## src/drt_pkg.sv

```systemverilog
`timescale 1ns / 1ps
// ----------------------------------------------------------------------------
// drt_pkg: shared types and constants of the divider and reload timer
// Word layouts, register indexes, sequencer states and divider sizes.
// ----------------------------------------------------------------------------
package drt_pkg;

  localparam int DIV_PERIOD = 64;
  localparam int ELAPSED_W  = 20;
  localparam int RES_W      = 32;
  localparam int PER_W      = 11;
  localparam int PERIOD_MAX = 1024;
  localparam int DVD_W      = 34;
  localparam int DIV_STEPS  = DVD_W / 2;
  localparam int CNT_W      = $clog2(DIV_STEPS);
  localparam int BUDGET_W   = 31;

  typedef enum logic [1:0] {
    CFG_ENABLE = 2'd0,
    CFG_PERIOD = 2'd1,
    CFG_RELOAD = 2'd2
  } drt_cfg_e;

  typedef enum logic {
    OP_STEP = 1'b0,
    OP_IDLE = 1'b1
  } drt_op_e;

  typedef enum logic [2:0] {
    ST_IDLE,
    ST_CALC,
    ST_TDIV,
    ST_FOLD,
    ST_BUDGET
  } drt_state_e;

  typedef struct packed {
    logic                 opcode;
    logic [ELAPSED_W-1:0] elapsed;
  } drt_in_t;

  typedef struct packed {
    logic [7:0]          divider_value;
    logic [7:0]          timer_value;
    logic                timer_irq;
    logic [BUDGET_W-1:0] idle_budget;
  } drt_out_t;

  typedef struct packed {
    logic             start;
    logic [DVD_W-1:0] dividend;
    logic [PER_W-1:0] divisor;
  } drt_div_req_t;

  typedef struct packed {
    logic             done;
    logic [DVD_W-1:0] quotient;
    logic [PER_W-1:0] remainder;
  } drt_div_rsp_t;

endpackage

```

## src/drt_div.sv

```systemverilog
`timescale 1ns / 1ps
// ----------------------------------------------------------------------------
// drt_div: shared unsigned divider
// Restoring division, two quotient bits per cycle, narrow divisor.
// ----------------------------------------------------------------------------
module drt_div (
  input  logic                  clk_i,
  input  logic                  rst_ni,
  input  drt_pkg::drt_div_req_t req_i,
  output drt_pkg::drt_div_rsp_t rsp_o
);

  logic                        busy_q, busy_d;
  logic                        done_q, done_d;
  logic [drt_pkg::CNT_W-1:0]   cnt_q, cnt_d;
  logic [drt_pkg::DVD_W-1:0]   quo_q, quo_d;
  logic [drt_pkg::PER_W-1:0]   rem_q, rem_d;
  logic [drt_pkg::PER_W-1:0]   dvs_q, dvs_d;

  logic [drt_pkg::PER_W:0]     r1, r1n, r2, r2n;
  logic                        ge1, ge2;
  logic                        last;

  assign last = (cnt_q == drt_pkg::CNT_W'(drt_pkg::DIV_STEPS - 1));

  always_comb begin
    r1  = {rem_q, quo_q[drt_pkg::DVD_W-1]};
    ge1 = (r1 >= {1'b0, dvs_q});
    r1n = ge1 ? (r1 - {1'b0, dvs_q}) : r1;
    r2  = {r1n[drt_pkg::PER_W-1:0], quo_q[drt_pkg::DVD_W-2]};
    ge2 = (r2 >= {1'b0, dvs_q});
    r2n = ge2 ? (r2 - {1'b0, dvs_q}) : r2;

    busy_d = busy_q;
    done_d = 1'b0;
    cnt_d  = cnt_q;
    quo_d  = quo_q;
    rem_d  = rem_q;
    dvs_d  = dvs_q;
    if (req_i.start) begin
      busy_d = 1'b1;
      cnt_d  = '0;
      quo_d  = req_i.dividend;
      rem_d  = '0;
      dvs_d  = req_i.divisor;
    end else if (busy_q) begin
      // shift dividend bits out the top, quotient bits in at the bottom
      quo_d = {quo_q[drt_pkg::DVD_W-3:0], ge1, ge2};
      rem_d = r2n[drt_pkg::PER_W-1:0];
      cnt_d = cnt_q + 1'b1;
      if (last) begin
        busy_d = 1'b0;
        done_d = 1'b1;
      end
    end
  end

  always_ff @(posedge clk_i or negedge rst_ni) begin
    if (!rst_ni) begin
      busy_q <= 1'b0;
      done_q <= 1'b0;
      cnt_q  <= '0;
    end else begin
      busy_q <= busy_d;
      done_q <= done_d;
      cnt_q  <= cnt_d;
    end
  end

  always_ff @(posedge clk_i) begin
    quo_q <= quo_d;
    rem_q <= rem_d;
    dvs_q <= dvs_d;
  end

  assign rsp_o.done      = done_q;
  assign rsp_o.quotient  = quo_q;
  assign rsp_o.remainder = rem_q;

endmodule

```

## src/divider_and_reload_timer_top.sv

```systemverilog
`timescale 1ns / 1ps
// ----------------------------------------------------------------------------
// divider_and_reload_timer_top: cycle-driven divider and reloading timer
// Advances an 8-bit divider and an 8-bit reloading timer by elapsed cycles,
// at most one count per word in step mode or many counts by division in idle mode.
// ----------------------------------------------------------------------------
//  channel | direction | handshake               | payload
//  --------+-----------+-------------------------+------------------------
//  in      | input     | in_valid_i / in_stall_o | in_word_i  (drt_in_t)
//  out     | output    | out_valid_o/out_stall_i | out_word_o (drt_out_t)
//  cfg     | input     | cfg_we_i                | cfg_idx_i, cfg_data_i
//
// A step word, or an idle word with the timer frozen, goes through ST_CALC and
// ST_BUDGET from accept to the output register. An idle word with the timer
// running makes two passes through the shared divider, in ST_TDIV and ST_FOLD,
// at two quotient bits a cycle (a load and 17 steps each). The next word is
// accepted in the cycle after the output register is written. Reset restores
// the register and counter defaults at once. A result waiting under out_stall_i
// does not block the next accept; only its own output register write waits.
// ----------------------------------------------------------------------------
module divider_and_reload_timer_top (
  input  logic               clk_i,
  input  logic               rst_ni,
  input  logic               in_valid_i,
  output logic               in_stall_o,
  input  drt_pkg::drt_in_t   in_word_i,
  output logic               out_valid_o,
  input  logic               out_stall_i,
  output drt_pkg::drt_out_t  out_word_o,
  input  logic               cfg_we_i,
  input  logic [1:0]         cfg_idx_i,
  input  logic [10:0]        cfg_data_i
);

  localparam int W = drt_pkg::DVD_W;

  drt_pkg::drt_state_e state_q, state_d;
  drt_pkg::drt_in_t    word_q, word_d;
  drt_pkg::drt_out_t   out_q, out_d;
  logic                out_valid_q, out_valid_d;

  logic                      en_q;
  logic [drt_pkg::PER_W-1:0] period_q;
  logic [7:0]                reload_q;

  logic [7:0]                dcnt_q, dcnt_d;
  logic [drt_pkg::RES_W-1:0] dres_q, dres_d;
  logic [7:0]                tcnt_q, tcnt_d;
  logic [drt_pkg::RES_W-1:0] tres_q, tres_d;
  logic                      irq_q, irq_d;
  logic                      neg_q, neg_d;

  drt_pkg::drt_div_req_t div_req;
  drt_pkg::drt_div_rsp_t div_rsp;

  logic [drt_pkg::PER_W-1:0] per;
  logic [8:0]                span;
  logic [W-1:0]              cyc, sdres, stres;
  logic [W-1:0]              dr, tr, xd, magd, qd, rd, xt, counts, t, y;
  logic [18:0]               prod;
  logic [W-1:0]              bud;

  // effective period: zero acts as one, clip at the top
  always_comb begin
    if (period_q == '0) begin
      per = drt_pkg::PER_W'(1);
    end else if (period_q > drt_pkg::PER_W'(drt_pkg::PERIOD_MAX)) begin
      per = drt_pkg::PER_W'(drt_pkg::PERIOD_MAX);
    end else begin
      per = period_q;
    end
  end

  assign span  = 9'd256 - {1'b0, reload_q};
  assign cyc   = {{(W - drt_pkg::ELAPSED_W){1'b0}}, word_q.elapsed};
  assign sdres = {{(W - drt_pkg::RES_W){dres_q[drt_pkg::RES_W-1]}}, dres_q};
  assign stres = {{(W - drt_pkg::RES_W){tres_q[drt_pkg::RES_W-1]}}, tres_q};

  always_comb begin
    prod = (8'd255 - tcnt_q) * per;
    bud  = stres + {{(W - 19){1'b0}}, prod};
  end

  always_comb begin
    state_d     = state_q;
    word_d      = word_q;
    out_d       = out_q;
    out_valid_d = out_valid_q;
    dcnt_d      = dcnt_q;
    dres_d      = dres_q;
    tcnt_d      = tcnt_q;
    tres_d      = tres_q;
    irq_d       = irq_q;
    neg_d       = neg_q;
    div_req     = '0;
    dr          = '0;
    tr          = '0;
    xd          = '0;
    magd        = '0;
    qd          = '0;
    rd          = '0;
    xt          = '0;
    counts      = '0;
    t           = '0;
    y           = '0;

    if (out_valid_q && !out_stall_i) begin
      out_valid_d = 1'b0;
    end

    unique case (state_q)
      drt_pkg::ST_IDLE: begin
        if (in_valid_i) begin
          word_d  = in_word_i;
          state_d = drt_pkg::ST_CALC;
        end
      end

      drt_pkg::ST_CALC: begin
        irq_d = 1'b0;
        if (word_q.opcode == drt_pkg::OP_STEP) begin
          dr = sdres - cyc;
          if (dr[W-1] || dr == '0) begin
            dcnt_d = dcnt_q + 8'd1;
            dr     = dr + W'(drt_pkg::DIV_PERIOD);
          end
          dres_d = dr[drt_pkg::RES_W-1:0];
          if (en_q) begin
            tr = stres - cyc;
            if (tr[W-1] || tr == '0) begin
              tr = tr + {{(W - drt_pkg::PER_W){1'b0}}, per};
              if (tcnt_q == 8'hFF) begin
                tcnt_d = reload_q;
                irq_d  = 1'b1;
              end else begin
                tcnt_d = tcnt_q + 8'd1;
              end
            end
            tres_d = tr[drt_pkg::RES_W-1:0];
          end
          state_d = drt_pkg::ST_BUDGET;
        end else begin
          // divider period is a power of two: shift and mask on the magnitude
          xd   = W'(drt_pkg::DIV_PERIOD) - sdres + cyc;
          magd = xd[W-1] ? -xd : xd;
          qd   = magd / drt_pkg::DIV_PERIOD;
          rd   = magd % drt_pkg::DIV_PERIOD;
          if (xd[W-1]) begin
            dres_d = drt_pkg::RES_W'(drt_pkg::DIV_PERIOD) + rd[drt_pkg::RES_W-1:0];
            dcnt_d = dcnt_q - qd[7:0];
          end else begin
            dres_d = drt_pkg::RES_W'(drt_pkg::DIV_PERIOD) - rd[drt_pkg::RES_W-1:0];
            dcnt_d = dcnt_q + qd[7:0];
          end
          if (en_q) begin
            xt               = {{(W - drt_pkg::PER_W){1'b0}}, per} - stres + cyc;
            neg_d            = xt[W-1];
            div_req.start    = 1'b1;
            div_req.dividend = xt[W-1] ? -xt : xt;
            div_req.divisor  = per;
            state_d          = drt_pkg::ST_TDIV;
          end else begin
            state_d = drt_pkg::ST_BUDGET;
          end
        end
      end

      drt_pkg::ST_TDIV: begin
        if (div_rsp.done) begin
          counts = neg_q ? -div_rsp.quotient : div_rsp.quotient;
          if (neg_q) begin
            tres_d = drt_pkg::RES_W'(per) + drt_pkg::RES_W'(div_rsp.remainder);
          end else begin
            tres_d = drt_pkg::RES_W'(per) - drt_pkg::RES_W'(div_rsp.remainder);
          end
          // overflow when count plus advance passes 255
          t     = counts + {{(W - 8){1'b0}}, tcnt_q} - W'(255);
          irq_d = !t[W-1] && (t != '0);
          // fold the advance over the reload span, truncating remainder
          y = {{(W - 8){1'b0}}, tcnt_q} - {{(W - 8){1'b0}}, reload_q} + counts;
          neg_d            = y[W-1];
          div_req.start    = 1'b1;
          div_req.dividend = y[W-1] ? -y : y;
          div_req.divisor  = {{(drt_pkg::PER_W - 9){1'b0}}, span};
          state_d          = drt_pkg::ST_FOLD;
        end
      end

      drt_pkg::ST_FOLD: begin
        if (div_rsp.done) begin
          if (neg_q) begin
            tcnt_d = reload_q - div_rsp.remainder[7:0];
          end else begin
            tcnt_d = reload_q + div_rsp.remainder[7:0];
          end
          state_d = drt_pkg::ST_BUDGET;
        end
      end

      drt_pkg::ST_BUDGET: begin
        // hold until the output register is free
        if (!out_valid_q || !out_stall_i) begin
          out_d.divider_value = dcnt_q;
          out_d.timer_value   = tcnt_q;
          out_d.timer_irq     = irq_q;
          if (!en_q) begin
            out_d.idle_budget = '1;
          end else if (bud[W-1]) begin
            out_d.idle_budget = '0;
          end else if (bud[W-2:drt_pkg::BUDGET_W] != '0) begin
            out_d.idle_budget = '1;
          end else begin
            out_d.idle_budget = bud[drt_pkg::BUDGET_W-1:0];
          end
          out_valid_d = 1'b1;
          state_d     = drt_pkg::ST_IDLE;
        end
      end

      default: begin
        state_d = drt_pkg::ST_IDLE;
      end
    endcase
  end

  always_ff @(posedge clk_i or negedge rst_ni) begin
    if (!rst_ni) begin
      state_q     <= drt_pkg::ST_IDLE;
      out_valid_q <= 1'b0;
      dcnt_q      <= '0;
      dres_q      <= drt_pkg::RES_W'(drt_pkg::DIV_PERIOD);
      tcnt_q      <= '0;
      tres_q      <= drt_pkg::RES_W'(256);
      irq_q       <= 1'b0;
      neg_q       <= 1'b0;
    end else begin
      state_q     <= state_d;
      out_valid_q <= out_valid_d;
      dcnt_q      <= dcnt_d;
      dres_q      <= dres_d;
      tcnt_q      <= tcnt_d;
      tres_q      <= tres_d;
      irq_q       <= irq_d;
      neg_q       <= neg_d;
    end
  end

  always_ff @(posedge clk_i or negedge rst_ni) begin
    if (!rst_ni) begin
      en_q     <= 1'b0;
      period_q <= drt_pkg::PER_W'(256);
      reload_q <= '0;
    end else if (cfg_we_i) begin
      unique case (cfg_idx_i)
        drt_pkg::CFG_ENABLE: en_q     <= cfg_data_i[0];
        drt_pkg::CFG_PERIOD: period_q <= cfg_data_i;
        drt_pkg::CFG_RELOAD: reload_q <= cfg_data_i[7:0];
        default: begin
        end
      endcase
    end
  end

  always_ff @(posedge clk_i) begin
    word_q <= word_d;
    out_q  <= out_d;
  end

  drt_div u_div (
    .clk_i  (clk_i),
    .rst_ni (rst_ni),
    .req_i  (div_req),
    .rsp_o  (div_rsp)
  );

  assign in_stall_o  = (state_q != drt_pkg::ST_IDLE);
  assign out_valid_o = out_valid_q;
  assign out_word_o  = out_q;

endmodule

```

## config.mk

```make
export PLATFORM = sky130hd
export DESIGN_NAME = divider_and_reload_timer_top
export DESIGN_NICKNAME = d
export VERILOG_FILES = /design/src/drt_pkg.sv /design/src/drt_div.sv /design/src/divider_and_reload_timer_top.sv
export SDC_FILE = /design/constraint.sdc
export NUM_CORES = 1
export LEC_CHECK = 0
export BUFFER_PORTS_ARGS = -buffer_cell sky130_fd_sc_hd__clkbuf_2
export CAP_MARGIN = 10
export CORE_ASPECT_RATIO = 0.7
export CORE_MARGIN = 4
export CORE_UTILIZATION = 30
export CTS_CLUSTER_DIAMETER = 150
export CTS_CLUSTER_SIZE = 16
export DETAILED_ROUTE_END_ITERATION = 6
export GPL_ROUTABILITY_DRIVEN = 0
export GPL_TIMING_DRIVEN = 0
export SLEW_MARGIN = 20
export SYNTH_ARGS = -nofsm -noshare
export SYNTH_HDL_FRONTEND = slang
export SYNTH_SLANG_ARGS = --single-unit
```

## constraint.sdc

```tcl
create_clock -name clk_i -period 7.35 [get_ports clk_i]
set_clock_uncertainty 0.15 [all_clocks]
set_input_delay 1.47 -clock clk_i [delete_from_list [all_inputs] [get_ports clk_i]]
set_output_delay 1.47 -clock clk_i [all_outputs]
set_load 0.005 [all_outputs]
```

### After elaboration in Yosys (flattened, before gate mapping)

Cells that the tools add are included.

| cells by class | value |
|---|---|
| reduce and logical (&&, ||, !) cells | 31 |
| equal/unequal tests | 16 |
| multiply operators | 1 |
| add/sub/neg operators | 32 |
| muxes and demuxes | 63 |
| order comparisons | 3 |

Operators by type and width:

| operator | count |
|---|---|
| 2-to-1 mux 32 bit | 8 |
| 2-to-1 mux 34 bit | 5 |
| 2-to-1 mux 46 bit | 3 |
| negator 34 bit | 3 |
| one-hot mux 46 bit (2 select lines) | 1 |
| 2-to-1 mux 8 bit | 9 |
| adder 33 x 21 -> 34 bit | 2 |
| logical NOT 34 bit | 2 |
| subtractor 32 x 21 -> 33 bit | 2 |
| one-hot mux 32 bit (2 select lines) | 1 |
| 2-to-1 mux 31 bit | 2 |
| 2-to-1 mux 11 bit | 4 |
| adder 34 bit | 1 |
| adder 34 x 8 -> 34 bit | 1 |
| nonzero test 34 bit | 1 |
| subtractor 34 x 8 -> 34 bit (second input constant) | 1 |
| adder 32 x 20 -> 33 bit | 1 |
| subtractor 12 x 32 -> 33 bit | 1 |
| subtractor 8 x 32 -> 33 bit (first input constant) | 1 |
| adder 32 x 12 -> 32 bit | 1 |
| adder 32 x 8 -> 32 bit (second input constant) | 1 |
| greater-or-equal comparator 12 x 11 -> 1 bit | 2 |
| subtractor 11 bit | 2 |
| multiplier 9 x 12 -> 19 bit | 1 |
| 40 further kinds | 90 |

| word-level totals | value |
|---|---|
| input port bits | 39 |
| word-level logic and storage cells | 169 |
| flip-flop bits (word level) | 238 |
| output and inout port bits | 50 |

### Longest topological paths before layout

| logic depth | value |
|---|---|
| depth after elaboration | 11 |
| depth in mapped cells | 38 |
| gate-level depth less buffers | 36 |

### Modules after synthesis

A second synthesis with hierarchy kept.

| unflattened totals | value |
|---|---|
| cell total of the unflattened synthesis | 3,772 |
| area, all modules | 30,696.9 sq um |

By module, submodules not included:

| module | area an instance (sq um) | instances | sequential area each (sq um) | cells each |
|---|---|---|---|---|
| divider_and_reload_timer_top | 26,992.1 | 1 | 4,728.3 | 3,445 |
| drt_div | 3,704.8 | 1 | 1,746.7 | 327 |

### Least setup slack after synthesis

No wires, ideal clock.

| timing | value |
|---|---|
| path type | register to register |
| start | register period_q[10] (netlist name) |
| end | register out_q (netlist bit out_word_o[21]), data pin |
| period minus slack after synthesis | 7,665 ps |
| data arrival time | 7,241 ps |
| library setup time | 274 ps |
| slack | -315 ps |
| path buffers | 2 |
| cell stages (with the launch flop) | 36 |
| required time | 6,926 ps |
| cells stage by stage | dfrtp_1 clkinv_1 clkbuf_1 nand2_1 or2_2 fa_1 inv_1 ha_1 ha_1 inv_1 fa_1 inv_1 ha_1 inv_1 fa_1 nor2b_1 o21ai_0 a21boi_0 o21ai_0 a21boi_0 o21ai_0 a21boi_0 nor2_1 ha_1 a21o_1 a21o_1 a21o_1 a21oi_1 nand2_1 o21ai_0 a21boi_0 or2_2 a21o_1 a41oi_1 clkbuf_1 a31oi_1 |

| on the way | value |
|---|---|
| word-level cells in the longest chain between the ends | 8 |

Ends and longest elaborated chain:

| item | RTL line | text |
|---|---|---|
| start, declared | divider_and_reload_timer_top.sv:43 | `logic [drt_pkg::PER_W-1:0] period_q;` |
| start signal, assigned | divider_and_reload_timer_top.sv:251 | `period_q <= drt_pkg::PER_W'(256);` |
| start signal, assigned | divider_and_reload_timer_top.sv:256 | `drt_pkg::CFG_PERIOD: period_q <= cfg_data_i;` |
| > comparator 11 bit | divider_and_reload_timer_top.sv:67 | `end else if (period_q > drt_pkg::PER_W'(drt_pkg::PERIOD_MAX)) begin` |
| 2-to-1 mux 11 bit | divider_and_reload_timer_top.sv:67 |  |
| 2-to-1 mux 11 bit (*) | divider_and_reload_timer_top.sv:65 | `if (period_q == '0) begin` |
| multiplier 9 x 12 -> 19 bit (*) | divider_and_reload_timer_top.sv:80 | `prod = (8'd255 - tcnt_q) * per;` |
| adder 32 x 20 -> 33 bit (*) | divider_and_reload_timer_top.sv:81 | `bud = stres + {{(W - 19){1'b0}}, prod};` |
| nonzero test 2 bit | divider_and_reload_timer_top.sv:210 | `end else if (bud[W-2:drt_pkg::BUDGET_W] != '0) begin` |
| 2-to-1 mux 31 bit | divider_and_reload_timer_top.sv:210 |  |
| 2-to-1 mux 31 bit (*) | divider_and_reload_timer_top.sv:208 | `end else if (bud[W-1]) begin` |
| end signal, assigned | divider_and_reload_timer_top.sv:266 | `out_q <= out_d;` |
| end, declared | divider_and_reload_timer_top.sv:39 | `drt_pkg::drt_out_t out_q, out_d;` |

Every way passes the cells marked *; elsewhere a longest branch is shown, timed or not.
A chain may end at the register's enable or synchronous reset.

### Worst setup path in the final report

| timing | value |
|---|---|
| start | register tcnt_q[2] |
| end | register out_q (netlist bit out_word_o[16]), data pin |

| on the way | value |
|---|---|
| word-level cells in the longest chain between the ends | 6 |

Ends and longest elaborated chain:

| item | RTL line | text |
|---|---|---|
| start, declared | divider_and_reload_timer_top.sv:48 | `logic [7:0] tcnt_q, tcnt_d;` |
| start signal, assigned | divider_and_reload_timer_top.sv:241 | `tcnt_q <= tcnt_d;` |
| subtractor 8 x 8 -> 9 bit (*) | divider_and_reload_timer_top.sv:80 |  |
| multiplier 9 x 12 -> 19 bit (*) | divider_and_reload_timer_top.sv:80 |  |
| adder 32 x 20 -> 33 bit (*) | divider_and_reload_timer_top.sv:81 |  |
| nonzero test 2 bit | divider_and_reload_timer_top.sv:210 |  |
| 2-to-1 mux 31 bit | divider_and_reload_timer_top.sv:210 |  |
| 2-to-1 mux 31 bit (*) | divider_and_reload_timer_top.sv:208 |  |

Marked as above.

==> results.sh <==
export IMPL_yosysTopAreaCell="ha_1"
export IMPL_avgRoutedWirePerCell_um=20.9
export IMPL_fp_dieW_um=383
export IMPL_h_tree_depth=1
export IMPL_dieArea_mm2=0.104
export IMPL_critPathKind="reg -> reg"
export IMPL_min_path_type="reg -> reg"
export IMPL_synth_top_cell_area_share_pct=12.9
export IMPL_timing_hold_ws_ps=330
export IMPL_hold_path_endpoint="out_word_o[40]$_DFFE_PP_"
export IMPL_finalWorstSetupSlack_ps=-23.1
export IMPL_hold_depth=0
export IMPL_status="complete, but fails checks"
export IMPL_synth_cells=3618
export IMPL_initial_core_util_pct=30.2
export IMPL_rsz0062_at_grt="yes"
export IMPL_slowest_delay_ps=530
export IMPL_clkTransAtPathRegs_ps=90
export IMPL_rows=96
export IMPL_min_from="dcnt_q[0]$_DFFE_PN0P_"
export IMPL_violations="setup timing"
export IMPL_cts_tree="built"
export IMPL_grt_remaining_overflow=0
export IMPL_syn_nets=4042
export IMPL_final_util_pct=34.8
export IMPL_critPathRequiredTime_ps=7460
export IMPL_synth_most_common_cell="ha_1"
export IMPL_hold_violations=0
export IMPL_synth_cell_types=90
export IMPL_ys_seq_elements=238
export IMPL_seq_area_frac_synth_pct=21.9
export IMPL_crit_fanout=5
export IMPL_tightest_slew_ps=1160
export IMPL_fmax_mhz=136
export IMPL_io_pins=89
export IMPL_hold_buffers=0
export IMPL_antenna_found_initial=4
export IMPL_die_h_um=271
export IMPL_drc=0
export IMPL_grt_pass1_wl_mm=160
export IMPL_firstDrtPassIters=6
export IMPL_port_buffers=88
export IMPL_grt_max_degree=73
export IMPL_synth_commonest_cells="ha_1, nor2_1, inv_1, nand2_1, a21oi_1"
export IMPL_setup_viol=9
export IMPL_reg2reg_from="tcnt_q[2]$_DFFE_PN0P_"
export IMPL_r2r_cells=33
export IMPL_cpMaxStageDelayCell="fa_1"
export IMPL_first_global_vias=26300
export IMPL_fin_crit_ps=7370
export IMPL_async_reset_ff_share_pct=47.5
export IMPL_maxCapViolCount=0
export IMPL_ant_nets=0
export IMPL_syn_to_final_growth_pct=15.2
export IMPL_worst_setup_path_end_kind="flop"
export IMPL_drt_iter0_markers=3415
export IMPL_crit_path_start_kind="flop"
export IMPL_drive_gt1_share_pct=11.6
export IMPL_wl_mm=107
export IMPL_grtUsageTotal_pct=19.7
export IMPL_ys_warn_count=0
export IMPL_hpwlAfterDp_mm=84.5
export IMPL_report_final_slew_viol_count=0
export IMPL_syn_cell_area_mm2=0.0296
export IMPL_via_per_inst=5.63
export IMPL_period_share_pct=100
export IMPL_synth_ff_type="edfxtp_1"
export IMPL_fp_coreArea_mm2=0.0979
export IMPL_arrival_ps=7480
export IMPL_synth_edf_count=114
export IMPL_slew_headroom_pct=22.1
export IMPL_vias=28900
export IMPL_cts_buffer_depth=3
export IMPL_cts_buffers=18
export IMPL_synth_area_leaders="ha_1, edfxtp_1, dfrtp_1, xnor2_1, fa_1"
export IMPL_regToRegSetupSlack_ps=-20
export IMPL_syn_avg_cell_area_um2=8.18
export IMPL_clkLatencyLatePin_ps=570
export IMPL_root_buffer="clkbuf_16"
export IMPL_fin_nets=4225
export IMPL_path_common_cell="a21oi_2"
export IMPL_r2r_end="out_word_o[16]$_SDFFCE_PN1P_"
export IMPL_clock_sinks=238
==> worst max-delay path by stage <==
| stage | from | end | slack, ps | cells past startpoint |
|---|---|---|---|---|
| 2_1_floorplan | period_q[10]$_DFFE_PN0P_ | out_word_o[21]$_SDFFCE_PN1P_ | 30 | 35 |
| 3_3_place_gp | period_q[10]$_DFFE_PN0P_ | out_word_o[14]$_SDFFCE_PN1P_ | -3150 | 29 |
| 3_5_place_dp | period_q[10]$_DFFE_PN0P_ | out_word_o[16]$_SDFFCE_PN1P_ | -2810 | 29 |
| 4_1_cts | period_q[10]$_DFFE_PN0P_ | out_word_o[12]$_SDFFCE_PN1P_ | -6 | 37 |
| 5_1_grt | tcnt_q[2]$_DFFE_PN0P_ | out_word_o[7]$_SDFFCE_PN1P_ | -220 | 33 |
| 6_report | tcnt_q[2]$_DFFE_PN0P_ | out_word_o[16]$_SDFFCE_PN1P_ | -20 | 33 |
==> timing repair <==
action / 4_1_cts / 5_1_grt
gates cloned: 1 / 3
gates resized for setup: 181 / 67
buffers inserted: 53 / 15
endpoints found under the setup margin: 68 / 78
pin swaps: 45 / 50
==> cell families after synthesis <==
group / share of synthesized area, %
mux: 2.20
xor+xnor: 10.2
compound gates: 22.9
simple gates: 18.8
fa+ha+maj: 18.3
buf+inv: 5.69
flops: 21.9
==> critical path, delay by kind of cell, from the launching register on <==
kind / cells / cell delay (ps)
buf+inv: 6 / 690
mux: 1 / 180
fa+ha+maj: 6 / 2350
simple gates: 6 / 1030
flops: 1 / 480
compound gates: 13 / 2010
xor+xnor: 1 / 160
==> through the flow <==
| stage | std cells | TNS, ps | worst slack [ps] | cell area (um2) |
|---|---|---|---|---|
| after floorplan | 3618 | 0 | 27.6 | 29600 |
| after global placement | 5029 | -149450 | -3150 | 31700 |
| after detailed placement | 5035 | -139190 | -2810 | 31900 |
| after CTS | 5119 | -18.5 | -5.85 | 33600 |
| after global routing | 5137 | -5840 | -217 | 34100 |
| final | 5137 | -87.7 | -23.1 | 34100 |
==> layout by cell type, fill, tap and decap left out, drive strengths merged, types with 18 or more instances in the layout <==
cell	count
o21a	40
a211oi	37
mux2	32
a21oi	246
nand4	61
mux2i	29
a21o	105
and3	28
nand2	264
clkbuf	247
or2	35
o211ai	33
o22ai	30
ha	305
fa	80
o21ai	224
a21boi	23
nand3	72
or3	32
o31ai	43
nand3b	19
xor2	139
and2	22
a31oi	71
or4	18
xnor2	206
nor4	39
nor2b	38
edfxtp	114
nor2	297
nor3	77
nand2b	43
inv	280
buf	95
dfrtp	110
==> sequential cells by signal, indices dropped and copies added, names as in the netlist, 3 cells and up <==
name and flops:
tres_q 32, dres_q 32, u_div.quo_q 34, tcnt_q 8, out_word_o 48, u_div.rem_q 11, period_q 11, state_q 3
reload_q 8, cyc 20, u_div.cnt_q 5, dcnt_q 8, u_div.dvs_q 11
==> cell type report <==
type	count	area, um2
fillers	10200	63800
multi-input cells	2936	22300
flip-flops and latches	238	6490
well taps	1323	1660
repair buffers	165	1190
inverters	297	1170
plain buffers	145	731
clock buffers	32	534
diodes	1	2.50
==> metal layers <==
| layer | wire length (um) | vias up | GRT usage (%) |
|---|---|---|---|
| li1 | - | 13500 | - |
| met1 | 51200 | 14000 | 30.5 |
| met2 | 39500 | 1406 | 25.1 |
| met3 | 14800 | 96 | 7.84 |
| met4 | 1840 | 4 | 3.20 |
| met5 | 32 | - | 0 |
Power is left out: the tool's default activity adds up to more than one toggle a clock period on the data nets, which glitch-free logic cannot reach.
